$ cat src/design/masked_byte_signature_matcher_unit_macros.svh
// assertion macros used by the signature matcher rtl
// depends on a clock named i_clk and an active-low reset named i_rst_n in the user
`ifndef MASKED_BYTE_SIGNATURE_MATCHER_UNIT_MACROS_SVH
`define MASKED_BYTE_SIGNATURE_MATCHER_UNIT_MACROS_SVH

// clocked check, off while reset is held
`define MBSM_ASSERT(label, prop, msg) \
    label: assert property (@(posedge i_clk) disable iff (!i_rst_n) (prop)) else $error(msg);

// clocked check that also holds during reset
`define MBSM_ASSERT_ALWAYS(label, prop, msg) \
    label: assert property (@(posedge i_clk) (prop)) else $error(msg);

`endif

$ cat src/design/mbsm_pkg.sv
// shared types and constants for the masked byte signature matcher
// no dependencies
package mbsm_pkg;

    localparam int BYTE_W     = 8;
    localparam int PATTERN_W  = 64;
    localparam int MASK_W     = 8;
    localparam int LENGTH_W   = 4;
    localparam int ADDR_W     = 32;
    localparam int COUNT_W    = 32;
    localparam int CFG_IDX_W  = 2;
    localparam int CFG_DATA_W = 64;
    localparam int OUT_DATA_W = ADDR_W + PATTERN_W;

    // configuration register indexes
    typedef enum logic [CFG_IDX_W-1:0] {
        CFG_PATTERN_BYTES  = 2'd0,
        CFG_WILDCARD_MASK  = 2'd1,
        CFG_PATTERN_LENGTH = 2'd2,
        CFG_BASE_ADDRESS   = 2'd3
    } t_cfg_index;

    // current configuration as seen by the datapath
    typedef struct packed {
        logic [PATTERN_W-1:0] pattern_bytes;
        logic [MASK_W-1:0]    wildcard_mask;
        logic [LENGTH_W-1:0]  pattern_length;
        logic [ADDR_W-1:0]    base_address;
    } t_cfg;

    // one reported match
    typedef struct packed {
        logic [PATTERN_W-1:0] matched_bytes;
        logic [ADDR_W-1:0]    match_address;
    } t_match;

endpackage

$ cat src/design/mbsm_cfg_regs.sv
// configuration registers of the signature matcher
// depends on mbsm_pkg
module mbsm_cfg_regs (
    input  logic                           i_clk,
    input  logic                           i_rst_n,
    input  logic                           i_cfg_we,
    input  logic [mbsm_pkg::CFG_IDX_W-1:0] i_cfg_index,
    input  logic [mbsm_pkg::CFG_DATA_W-1:0] i_cfg_data,
    output mbsm_pkg::t_cfg                 o_cfg
);
    import mbsm_pkg::*;

    t_cfg r_cfg;

    // register writes, low bits of the data kept
    always_ff @(posedge i_clk) begin
        if (!i_rst_n) begin
            r_cfg.pattern_bytes  <= '0;
            r_cfg.wildcard_mask  <= '0;
            r_cfg.pattern_length <= LENGTH_W'(1);
            r_cfg.base_address   <= '0;
        end else if (i_cfg_we) begin
            case (t_cfg_index'(i_cfg_index))
                CFG_PATTERN_BYTES:  r_cfg.pattern_bytes  <= i_cfg_data[PATTERN_W-1:0];
                CFG_WILDCARD_MASK:  r_cfg.wildcard_mask  <= i_cfg_data[MASK_W-1:0];
                CFG_PATTERN_LENGTH: r_cfg.pattern_length <= i_cfg_data[LENGTH_W-1:0];
                CFG_BASE_ADDRESS:   r_cfg.base_address   <= i_cfg_data[ADDR_W-1:0];
                default: ;
            endcase
        end
    end

    assign o_cfg = r_cfg;

endmodule

$ cat src/design/mbsm_match_core.sv
// byte window, region counter and masked compare of the signature matcher
// depends on mbsm_pkg
module mbsm_match_core #(
    parameter int MAX_PATTERN_BYTES = 8
) (
    input  logic                        i_clk,
    input  logic                        i_rst_n,
    input  mbsm_pkg::t_cfg              i_cfg,
    input  logic                        i_accept,
    input  logic [mbsm_pkg::BYTE_W-1:0] i_data_byte,
    input  logic                        i_last,
    output logic                        o_hit,
    output mbsm_pkg::t_match            o_match
);
    import mbsm_pkg::*;

    localparam int WIN_DEPTH = MAX_PATTERN_BYTES - 1;
    localparam int IDX_W     = $clog2(MAX_PATTERN_BYTES);

    logic [BYTE_W-1:0]   r_window [WIN_DEPTH];
    logic [COUNT_W-1:0]  r_count;

    logic [BYTE_W-1:0]   hist [MAX_PATTERN_BYTES];
    logic [LENGTH_W-1:0] len_eff;
    logic [COUNT_W-1:0]  count_inc;
    logic                enough;
    logic                all_ok;
    logic [PATTERN_W-1:0] matched;

    // clamp the length to 1..max
    always_comb begin
        if (i_cfg.pattern_length == '0) begin
            len_eff = LENGTH_W'(1);
        end else if (i_cfg.pattern_length > LENGTH_W'(MAX_PATTERN_BYTES)) begin
            len_eff = LENGTH_W'(MAX_PATTERN_BYTES);
        end else begin
            len_eff = i_cfg.pattern_length;
        end
    end

    // history view: entry 0 is the current byte
    always_comb begin
        hist[0] = i_data_byte;
        for (int j = 1; j < MAX_PATTERN_BYTES; j++) begin
            hist[j] = r_window[j-1];
        end
    end

    assign count_inc = r_count + COUNT_W'(1);
    assign enough    = (count_inc >= COUNT_W'(len_eff));

    // per-position masked compare
    always_comb begin
        logic [LENGTH_W-1:0] sel;
        logic [BYTE_W-1:0]   cand;
        logic                used;
        all_ok  = 1'b1;
        matched = '0;
        for (int i = 0; i < MAX_PATTERN_BYTES; i++) begin
            sel  = len_eff - LENGTH_W'(i) - LENGTH_W'(1);
            cand = hist[sel[IDX_W-1:0]];
            used = (LENGTH_W'(i) < len_eff) && !i_cfg.wildcard_mask[i];
            if (used) begin
                if (cand != i_cfg.pattern_bytes[BYTE_W*i +: BYTE_W]) begin
                    all_ok = 1'b0;
                end
                matched[BYTE_W*i +: BYTE_W] = cand;
            end
        end
    end

    assign o_hit                 = i_accept && enough && all_ok;
    assign o_match.matched_bytes = matched;
    assign o_match.match_address = i_cfg.base_address + (count_inc - COUNT_W'(len_eff));

    // window shift and region counter, cleared after the last byte
    always_ff @(posedge i_clk) begin
        if (!i_rst_n) begin
            r_count <= '0;
            for (int k = 0; k < WIN_DEPTH; k++) begin
                r_window[k] <= '0;
            end
        end else if (i_accept) begin
            if (i_last) begin
                r_count <= '0;
                for (int k = 0; k < WIN_DEPTH; k++) begin
                    r_window[k] <= '0;
                end
            end else begin
                r_count     <= count_inc;
                r_window[0] <= i_data_byte;
                for (int k = 1; k < WIN_DEPTH; k++) begin
                    r_window[k] <= r_window[k-1];
                end
            end
        end
    end

endmodule

$ cat src/design/mbsm_out_stage.sv
// result register with one skid entry for the signature matcher
// depends on mbsm_pkg and the assertion macro header
module mbsm_out_stage (
    input  logic             i_clk,
    input  logic             i_rst_n,
    input  logic             i_push,
    input  mbsm_pkg::t_match i_match,
    output logic             o_ready,
    output logic             o_valid,
    input  logic             i_pop_ready,
    output mbsm_pkg::t_match o_match
);
    import mbsm_pkg::*;
    `include "masked_byte_signature_matcher_unit_macros.svh"

    logic   r_out_valid;
    logic   r_skid_valid;
    t_match r_out;
    t_match r_skid;
    logic   pop;

    assign pop     = r_out_valid && i_pop_ready;
    assign o_ready = !r_skid_valid;
    assign o_valid = r_out_valid;
    assign o_match = r_out;

    // valid flags
    always_ff @(posedge i_clk) begin
        if (!i_rst_n) begin
            r_out_valid  <= 1'b0;
            r_skid_valid <= 1'b0;
        end else if (r_skid_valid) begin
            if (pop) begin
                r_skid_valid <= 1'b0;
            end
        end else if (i_push) begin
            if (!r_out_valid || pop) begin
                r_out_valid <= 1'b1;
            end else begin
                r_skid_valid <= 1'b1;
            end
        end else if (pop) begin
            r_out_valid <= 1'b0;
        end
    end

    // payload moves, no reset needed
    always_ff @(posedge i_clk) begin
        if (r_skid_valid) begin
            if (pop) begin
                r_out <= r_skid;
            end
        end else if (i_push) begin
            if (!r_out_valid || pop) begin
                r_out <= i_match;
            end else begin
                r_skid <= i_match;
            end
        end
    end

    // skid entry only fills behind a held result
    `MBSM_ASSERT(a_skid_needs_out, r_skid_valid |-> r_out_valid, "skid full with empty output")
    // no new result while the skid entry is occupied
    `MBSM_ASSERT(a_no_push_when_full, i_push |-> !r_skid_valid, "result pushed into full stage")
    // a waiting skid entry always leaves a valid output behind it
    `MBSM_ASSERT(a_skid_drains_to_out, r_skid_valid |=> r_out_valid, "skid entry lost")

endmodule

$ cat src/design/masked_byte_signature_matcher_unit.sv
// a matching byte's result is registered in the output stage before m_axis shows it
// throughput: one byte per cycle; the single-pass compare and a two-entry
// output stage (result register plus skid) let a byte in every cycle while
// the sink takes results; the sink stalling two results closes tready
// reset (synchronous, active low): registers to their reset values, window and
// byte counter to zero, output stage empty
module masked_byte_signature_matcher_unit #(
    parameter int MAX_PATTERN_BYTES = 8
) (
    input  logic                             i_clk,
    input  logic                             i_rst_n,
    // configuration write port
    input  logic                             i_cfg_we,
    input  logic [mbsm_pkg::CFG_IDX_W-1:0]   i_cfg_index,
    input  logic [mbsm_pkg::CFG_DATA_W-1:0]  i_cfg_data,
    // byte stream in
    input  logic                             s_axis_tvalid,
    output logic                             s_axis_tready,
    input  logic [7:0]                       s_axis_tdata,   // data_byte
    input  logic                             s_axis_tlast,   // last_of_region
    // match results out
    output logic                             m_axis_tvalid,
    input  logic                             m_axis_tready,
    output logic [mbsm_pkg::OUT_DATA_W-1:0]  m_axis_tdata    // matched_bytes, match_address
);
    import mbsm_pkg::*;

    t_cfg   cfg;
    t_match core_match;
    t_match out_match;
    logic   accept;
    logic   hit;
    logic   stage_ready;

    assign accept        = s_axis_tvalid && stage_ready;
    assign s_axis_tready = stage_ready;

    // configuration registers
    mbsm_cfg_regs u_cfg (
        .i_clk       (i_clk),
        .i_rst_n     (i_rst_n),
        .i_cfg_we    (i_cfg_we),
        .i_cfg_index (i_cfg_index),
        .i_cfg_data  (i_cfg_data),
        .o_cfg       (cfg)
    );

    // window and compare
    mbsm_match_core #(
        .MAX_PATTERN_BYTES (MAX_PATTERN_BYTES)
    ) u_core (
        .i_clk       (i_clk),
        .i_rst_n     (i_rst_n),
        .i_cfg       (cfg),
        .i_accept    (accept),
        .i_data_byte (s_axis_tdata),
        .i_last      (s_axis_tlast),
        .o_hit       (hit),
        .o_match     (core_match)
    );

    // result register and skid
    mbsm_out_stage u_out (
        .i_clk       (i_clk),
        .i_rst_n     (i_rst_n),
        .i_push      (hit),
        .i_match     (core_match),
        .o_ready     (stage_ready),
        .o_valid     (m_axis_tvalid),
        .i_pop_ready (m_axis_tready),
        .o_match     (out_match)
    );

    assign m_axis_tdata = {out_match.matched_bytes, out_match.match_address};

endmodule
$ cat config.mk
export PLATFORM = sky130hd
export DESIGN_NAME = masked_byte_signature_matcher_unit
export DESIGN_NICKNAME = d
export VERILOG_FILES = /design/src/design/mbsm_pkg.sv /design/src/design/mbsm_cfg_regs.sv /design/src/design/mbsm_match_core.sv /design/src/design/mbsm_out_stage.sv /design/src/design/masked_byte_signature_matcher_unit.sv
export VERILOG_INCLUDE_DIRS = /design/src /design/src/design
export SDC_FILE = /design/constraint.sdc
export NUM_CORES = 1
export LEC_CHECK = 0
export BUFFER_PORTS_ARGS = -buffer_cell sky130_fd_sc_hd__buf_2
export CAP_MARGIN = 20
export CORE_ASPECT_RATIO = 0.6
export CORE_MARGIN = 8
export CORE_UTILIZATION = 61
export DETAILED_ROUTE_END_ITERATION = 16
export GPL_TIMING_DRIVEN = 0
export PLACE_DENSITY = 0.86
export SYNTH_ARGS = -nofsm -noshare
export SYNTH_HDL_FRONTEND = slang
export SYNTH_SLANG_ARGS = --single-unit
export TNS_END_PERCENT = 1
$ cat constraint.sdc
create_clock -name i_clk -period 20.1 [get_ports i_clk]
set_input_delay 1.005 -clock i_clk [delete_from_list [all_inputs] [get_ports i_clk]]
set_output_delay 1.005 -clock i_clk [all_outputs]
set_load 0.01 [all_outputs]
Word-level counts from Yosys, hierarchy flattened
Memories as Yosys holds them, arrays and structs flattened. Index checks and enable logic that the tools add are counted. Widths: inputs -> output; s select.

Flip-flop bits (word level): 334. RAM bits: 56. Output and inout bits: 98. Word-level logic and storage cells: 204. Memories kept: 1. Input bits: 80.

Memories: u_core.r_window (depth 7, width 8, read ports 7, clocked after Yosys merged registers in 0, write ports 7, line mbsm_match_core.sv:20) `logic [BYTE_W-1:0] r_window [WIN_DEPTH];`.

Magnitude comparators: 18. Bitwise operators: 24. Multiplexer cells: 85. Add/subtract/negate cells: 17. Eq/ne operators: 13. Reductions and logical operators: 35.

Operator list (number): $mux 96 (4); $mux 8 (38); $bmux 8 s3 (8); $ne 8x8->1 (8); $add 32x1->32 const B (1); $add 32x32->32 (1); $ge 32x4->1 (1); $ge 4x4->1 const B (8); $mux 1 (32); $mux 32 (1); $not 3->4 (8); $sub 32x4->32 (1); $sub 3x1->3 const B (8); $lt 3x4->1 const A (4); $or 1x1->1 (14); $logic_and 1x1->1 (12); $sub 3x3->3 const B (4); $logic_not 1->1 (10); $reduce_and 3->1 (3); $lt 1x4->1 const A (2); $lt 2x4->1 const A (2); $mux 4 (2); $reduce_and 2->1 (4); $reduce_bool 2->1 (3); other kinds (10) (13).

Depth between registers and ports, before layout
Gate-level depths: netlist (run 1).

Depth after elaboration: 28. Depth in mapped cells: 19. Mapped depth without buffers: 18.

Cells and area by module
A second synthesis (run 1) with hierarchy kept.

Cell total of the unflattened synthesis: 1908. Area, all modules: 21215.3 µm².

Modules (own cells, without submodules): mbsm_match_core (sequential area each 2242.2 µm², area each 9959.6 µm², instances 1, cells an instance 1171); mbsm_out_stage (sequential area each 5805.6 µm², area each 7074.3 µm², instances 1, cells an instance 313); mbsm_cfg_regs (sequential area each 2162.1 µm², area each 4175.3 µm², instances 1, cells an instance 423); masked_byte_signature_matcher_unit (sequential area each 0.0 µm², area each 6.3 µm², instances 1, cells an instance 1).

Worst setup path before layout (run 1)
No wires, ideal clock.

Path type: reg2reg. Start: register u_cfg.r_cfg, in the netlist u_cfg.o_cfg[32]. End: register u_out.r_skid[0] in the netlist's numbering, enable pin. Setup time: 0.820 ns. Cell stages (with the launch flop): 16. Arrival: 13.509 ns. Setup slack: 5.772 ns. Cells stage by stage: dfxtp_1 > buf_4 > o21ba_4 > nor2_8 > buf_4 > ha_1 > inv_1 > ha_1 > clkbuf_1 > clkbuf_1 > mux4_2 > xnor2_1 > nor4_1 > a21oi_1 > or3_1 > nor4b_1.

Cells in the longest elaborated chain, start to end: 27.

Ends and longest elaborated chain: start, declared (line mbsm_cfg_regs.sv:13) `t_cfg r_cfg;`; $gt 4x4->1 (line mbsm_match_core.sv:34) `end else if (i_cfg.pattern_length > LENGTH_W'(MAX_PATTERN_BYTES)) begin`; $mux 4 (line mbsm_match_core.sv:34); $mux 4 * (line mbsm_match_core.sv:32) `if (i_cfg.pattern_length == '0) begin`; parallel branches: the longest is 22 deep, another holds $sub 3x1->3; $logic_and 1x1->1 * (line mbsm_match_core.sv:72) `assign o_hit = i_accept && enough && all_ok;`; $reduce_and 3->1 (no source line) *; end signal, assigned (line mbsm_out_stage.sv:57) `r_skid <= i_match;`; end, declared (line mbsm_out_stage.sv:19) `t_match r_skid;`.

Mark *: on every way between the ends. The select of a mux whose other input is x is not followed. A chain may end at the register's enable or synchronous reset.

Final worst setup path (run 1)
Start: register u_cfg.r_cfg, in the netlist u_cfg.o_cfg[35]. End: register u_out.r_skid[91] in the netlist's numbering, enable pin.

Same word-level chain as after synthesis.

==> results of run 1 <==
[Yosys cell counts (all sizes together) (5+ instances only)]
cell type | number | area, um2
a2111oi | 5 | 56.3
a211oi | 11 | 82.6
a21o | 17 | 128
a21oi | 154 | 771
a22oi | 6 | 45.0
a31oi | 9 | 56.3
and2 | 10 | 62.6
and3 | 61 | 382
buf | 25 | 179
clkbuf | 110 | 413
dfxtp | 150 | 3000
edfxtp | 240 | 7210
ha | 69 | 863
inv | 113 | 432
mux2 | 18 | 203
mux2i | 105 | 1060
mux4 | 54 | 1230
nand2 | 354 | 1330
nand2b | 10 | 77.6
nand3 | 28 | 140
nand4 | 8 | 50.1
nor2 | 137 | 531
nor2b | 5 | 31.3
nor3 | 19 | 100
nor3b | 15 | 123
nor4 | 18 | 113
o211ai | 7 | 52.6
o21a | 5 | 37.5
o21ai | 52 | 260
o21bai | 7 | 52.6
o31ai | 67 | 503
or2 | 5 | 31.3
or3 | 10 | 62.6
xnor2 | 95 | 851
xor2 | 34 | 298
[state kept, by name, indices dropped and copies added, names as in the netlist]
| register | count |
|---|---|
| u_cfg.o_cfg | 108 |
| u_out.o_match | 96 |
| u_out.r_skid | 96 |
| u_core.r_window | 56 |
| u_core.r_count | 32 |
| u_out.o_valid | 1 |
| u_out.r_skid_valid | 1 |
[cell families after synthesis]
family / after synthesis / synth area share, %
adders and majority gates: 73 / 4.42
AOI/OAI and AO/OA: 370 / 10.9
and+or+nand+nor: 699 / 15.0
buffers and inverters: 249 / 4.81
muxes: 177 / 11.7
DFF: 390 / 47.8
xor gates and xnor gates: 129 / 5.38
[how the worst max path moves through the flow]
stage | start | end | slack, ps | depth (start not counted)
final | u_cfg.o_cfg[35] | u_out.r_skid[91] | 12700 | 20
after global routing | u_cfg.o_cfg[35] | u_out.r_skid[91] | 12600 | 20
after CTS | u_cfg.o_cfg[35] | u_out.r_skid[90] | 12920 | 20
after detailed placement | u_cfg.o_cfg[35] | u_out.r_skid[95] | 12920 | 20
after global placement | u_cfg.o_cfg[35] | u_out.r_skid[95] | -40 | 14
after floorplan | u_cfg.o_cfg[32] | u_out.r_skid[0] | 5770 | 15
[where the power goes]
part	switching [uW]	total (uW)	leakage, uW	internal, uW
sequential	15.1	894	0.00348	879
combinational	200	323	0.00553	123
clock	320	730	0.000604	409
total	535	1950	0.00961	1410
[layer usage]
metal	global-route usage [%]	routed length, um	vias to the layer above
met5	0	0	-
met4	8.90	2070	0
met3	13.1	11100	161
met2	46.2	28900	1259
met1	47.5	29400	8861
li1	-	-	7938
[worst register-to-register path, delay by kind of cell, from the launching register on]
| kind | cells | cell delay, ps |
|---|---|---|
| adder cells (fa/ha/maj) | 1 | 460 |
| buffers and inverters | 11 | 3230 |
| AND/OR/NAND/NOR | 5 | 2020 |
| flip-flops | 1 | 310 |
| AO/OA/AOI/OAI | 1 | 340 |
| XOR/XNOR | 1 | 180 |
| multiplexers | 1 | 530 |
[through the flow]
step	instances	setup TNS (ps)	total power (uW)	util (%)
6_report	2827	0	1950	69.9
5_1_grt	2827	0	1990	69.9
4_1_cts	2825	0	1930	69.9
3_5_place_dp	2756	0	1220	66.3
3_3_place_gp	2731	-2170	1210	65.7
2_1_floorplan	2087	0	1110	-
[layout make-up]
type	count	area, um2	share of cell area [%]
clock inverters	10	82.6	0.340
clock buffers	59	1150	4.74
well taps	467	584	2.40
repair buffers	204	1120	4.61
flip-flops and latches	390	10200	42.0
inverters	114	435	1.79
multi-input cells	1448	10100	41.7
plain buffers	135	592	2.44
==> reports/qor.yml, run 1 <==
p_per_area_nw_per_um2: 80.1
drc_errors: 0
track_usage_pct: 33.2
drtAntennaViolNets: 0
p_leak_uw: 0.00961
drive_gt1_share_pct: 15.8
placed_area_um2: 23000
yosysSeqAreaShare_pct: 47.8
hpwlAfterDp_um: 54400
syn_avg_cell_area_um2: 10.2
fmax_ghz: 0.135
crit_chain: "buf_6 > nand2b_4 > buf_6 > buf_2 > ha_1 > clkbuf_1 > clkbuf_1 > mux4_2 > xnor2_1 > nor4_1 > a41oi_1 > nor2_1 > or4b_4 > nor4b_2 > buf_4 > buf_4 > buf_4 > buf_4 > buf_4 > buf_4"
cts_tree: "yes"
final_common_cell: "nand2_1"
critPathBufInv: 11
htree_num_levels: 2
fillers: 2532
ctsResizeCount: 0
syn_nets: 2240
antenna_found_initial: 1
irDropWorstVdd_uv: 58.1
whs_ps: 465
cp_slowest_stage_delay_ps: 870
diodes: 0
die_w_um: 258
period_share_pct: 36.8
min-delay-start: "u_cfg.o_cfg[19]"
dieHeight_um: 161
ys_types: 81
hold_path_end: "u_cfg.o_cfg[19]"
grt_overflow: 0
outcome: "complete, no violations"
final_cell_mix: "nand2_1, edfxtp_1, buf_2, a21oi_1, dfxtp_1"
portBuffers: 177
synth_edf_count: 240
fin_ws_ps: 12700
core_area_um2: 34700
final_nets: 2484
synth_area_um2: 21300
vias: 18200
hold_path.class: "reg -> reg"
critPathSlowestCell: "nor4b_2"
r2r-start: "u_cfg.o_cfg[35]"
root_buffer: "clkbuf_16"
drv_slew: 0
cp_common_cell: "buf_4"
reg2reg_depth: 20
rr_endpoint: "u_out.r_skid[91]"
max-cap-violations: 0
design_area_um2: 24300
wl_per_cell_um: 25.3
rrSetupSlack_ps: 12700
min_period_ps: 7400
cts_sinks: 390
worstMarginPinSlew_ps: 1300
holdBufCountCts: 0
placementRows: 53
postCtsSetupRepairBufs: 0
wirelength_um: 71500
worst-endpoint-arrival_ps: 7640
clk-insertion-delay-late_ps: 560
die_area_um2: 41400
synthCells: 2087
path_clk_slew_ps: 70
num_io_pins: 178
rsz0062_at_grt: "false"
place.gp.congestion: 0.990
end_kind: "flip-flop"
grt_pass1_vias: 17200
hold_violations: 0
synth_ff_type: "edfxtp_1"
slew_headroom_pct: 13.4
grt_pass1_wl_um: 106000
skew_ps: 27.0
cts_made_buffers: 38
crit_family: "buffers and inverters"
setup-violations-final: 0
clk_path_buf_depth: 3
critPathRequiredTime_ps: 20350
viasPerCell: 6.44
ys_warn_count: 0
start_util_pct: 61.4
start_kind: "flip-flop"
worstPathMaxFanout: 13
syn2layout_area_growth_pct: 13.8
ys_ff_latch: 390
dr.first_iter.drc_count: 2524
async_flop_share_pct: 0
grt_max_degree: 16
hold_depth: 2
drtPass1Iterations: 8
crit_type: "reg -> reg"
dp_slack_ps: 12920
No activity file was read; power rests on OpenSTA's default activity.
==> run 2: changes to the inputs <==
==> constraint.sdc (replaced) <==
create_clock -name i_clk -period 7.1 [get_ports i_clk]
set_input_delay 0.355 -clock i_clk [delete_from_list [all_inputs] [get_ports i_clk]]
set_output_delay 0.355 -clock i_clk [all_outputs]
set_load 0.01 [all_outputs]
==> run 2 against run 1 <==
  * Count of clock-buffer cells in the layout down 8
  * Core utilization up 0.17 points
  * Via count down 0.57%
  * Combinational power rose to 2.8 times the previous value
  * Sequential power rose to 2.8 times the previous value
  * Total power rose to 2.9 times the previous value
  * Critical path depth down 3
  * Global-route usage up 0.14 points
  * Non-clock buffer count down 10
  * Sequential share of layout area down 0.10 points
  * First-iteration DRC count up 3.4%
  * Routed wire length up 0.42%
  * Critical endpoint is now u_out.r_skid[94]
==> reports/qor.yml, run 2 (synthesis gave the netlist of run 1 again) <==
crit_type: "reg -> reg"
cts_tree: "yes"
clk_path_buf_depth: 3
grt_max_degree: 22
drtPass1Iterations: 8
core_area_um2: 34700
final_cell_mix: "nand2_1, edfxtp_1, buf_2, a21oi_1, dfxtp_1"
wl_per_cell_um: 25.5
seqCellArea_um2: 10200
setup-violations-final: 0
drtAntennaViolNets: 0
fillers: 2530
multiInputGateArea_um2: 10100
max-cap-violations: 0
viasPerCell: 6.43
worstMarginPinSlew_ps: 1200
placed_area_um2: 23100
final_common_cell: "nand2_1"
critPathRequiredTime_ps: 7330
worstPathMaxFanout: 15
skew_ps: 17.1
whs_ps: 44.0
rsz0062_at_grt: "false"
clk-insertion-delay-late_ps: 540
drive_gt1_share_pct: 15.7
p_leak_uw: 0.00963
dieHeight_um: 161
irDropWorstVdd_uv: 178
outcome: "complete, no violations"
period_share_pct: 91.0
largest_register_ffs: 108
cts_sinks: 390
die_area_um2: 41400
fmax_ghz: 0.155
critPathSlowestCell: "nor4b_4"
crit_family: "buffers and inverters"
antenna_found_initial: 1
htree_num_levels: 2
end_kind: "flip-flop"
design_area_um2: 24400
drv_slew: 0
start_kind: "flip-flop"
portBuffers: 177
path_clk_slew_ps: 70
vias: 18100
grt_pass1_vias: 17000
cp_slowest_stage_delay_ps: 880
start_util_pct: 61.4
dr.first_iter.drc_count: 2610
num_io_pins: 178
slew_headroom_pct: 19.4
wirelength_um: 71800
hold_path.class: "in -> reg"
hpwlAfterDp_um: 54900
die_w_um: 258
cp_common_cell: "buf_6"
placementRows: 53
p_per_area_nw_per_um2: 228
cts_made_buffers: 38
ctsResizeCount: 0
grt_overflow: 0
track_usage_pct: 33.3
hold_violations: 0
worst-endpoint-arrival_ps: 6690
crit_chain: "buf_6 > nand2b_4 > buf_6 > buf_2 > ha_1 > clkbuf_1 > clkbuf_1 > mux4_2 > xnor2_1 > nor4_1 > a41oi_1 > nor2_1 > or4b_4 > nor4b_4 > buf_8 > buf_8 > buf_6"
place.gp.congestion: 1.00
final_nets: 2474
min_period_ps: 6460
holdBufCountCts: 0
syn2layout_area_growth_pct: 14.1
critPathBufInv: 8
grt_pass1_wl_um: 106000
root_buffer: "clkbuf_16"
postCtsSetupRepairBufs: 0
drc_errors: 0
run 2: changes by cell type in the layout (fill, tap and decap cells not counted), sizes merged:
cell and delta:
buf -11, clkbuf -8, clkinv +6, bufinv +2, diode +1, dlymetal6s2s +1
run 2: routing by layer:
metal  wire, um  global-route usage, %
met1      29800                   49.0
met3      11200                   12.5
met4       1840                   8.39
met5          0                      0
met2      29000                   45.6
run 2: worst reg2reg max path, cell delays in order (launching register included):
cell and delay, ps:
dfxtp_1 330, buf_6 140, nand2b_4 130, buf_6 160
buf_2 400, ha_1 270, clkbuf_1 530, clkbuf_1 710
mux4_2 550, xnor2_1 180, nor4_1 210, a41oi_1 230
nor2_1 160, or4b_4 560, nor4b_4 880, buf_8 260
buf_8 200, buf_6 230
run 2: layout make-up:
class	count	area share [%]
antenna	1	0.0103
clock inverter	18	0.734
inverter	114	1.79
clock buffer	51	4.48
timing repair buffer	194	4.59
multi-input combinational	1448	41.6
buffer	135	2.44
tap	467	2.40
sequential	390	41.9
run 2: where the power goes:
group	internal, uW	total [uW]	switching (uW)
Combinational	351	916	566
Clock	1200	2110	911
Sequential	2490	2530	46.0
run 2: worst paths after layout:
kind | depth (start not counted) | slack [ps] | from | to
setup / recovery | 17 | 640 | u_cfg.o_cfg[35] | u_out.r_skid[94]
hold / removal | 3 | 40 | i_cfg_data[39] | u_cfg.o_cfg[83]
setup reg to reg | 17 | 640 | u_cfg.o_cfg[35] | u_out.r_skid[94]
hold reg to reg | 2 | 460 | u_cfg.o_cfg[22] | u_cfg.o_cfg[22]
run 2: per-stage QoR:
stage          setup slack, ps  std cells  setup TNS [ps]  utilization [%]  power [uW]
2_1_floorplan             32.3       2087               0                -        3150
3_3_place_gp             -2350       2731         -447900             65.8        3420
3_5_place_dp               787       2747               0             66.4        3450
4_1_cts                    741       2816               0             70.1        5520
5_1_grt                    480       2817               0             70.1        5700
6_report                   640       2818               0             70.1        5560
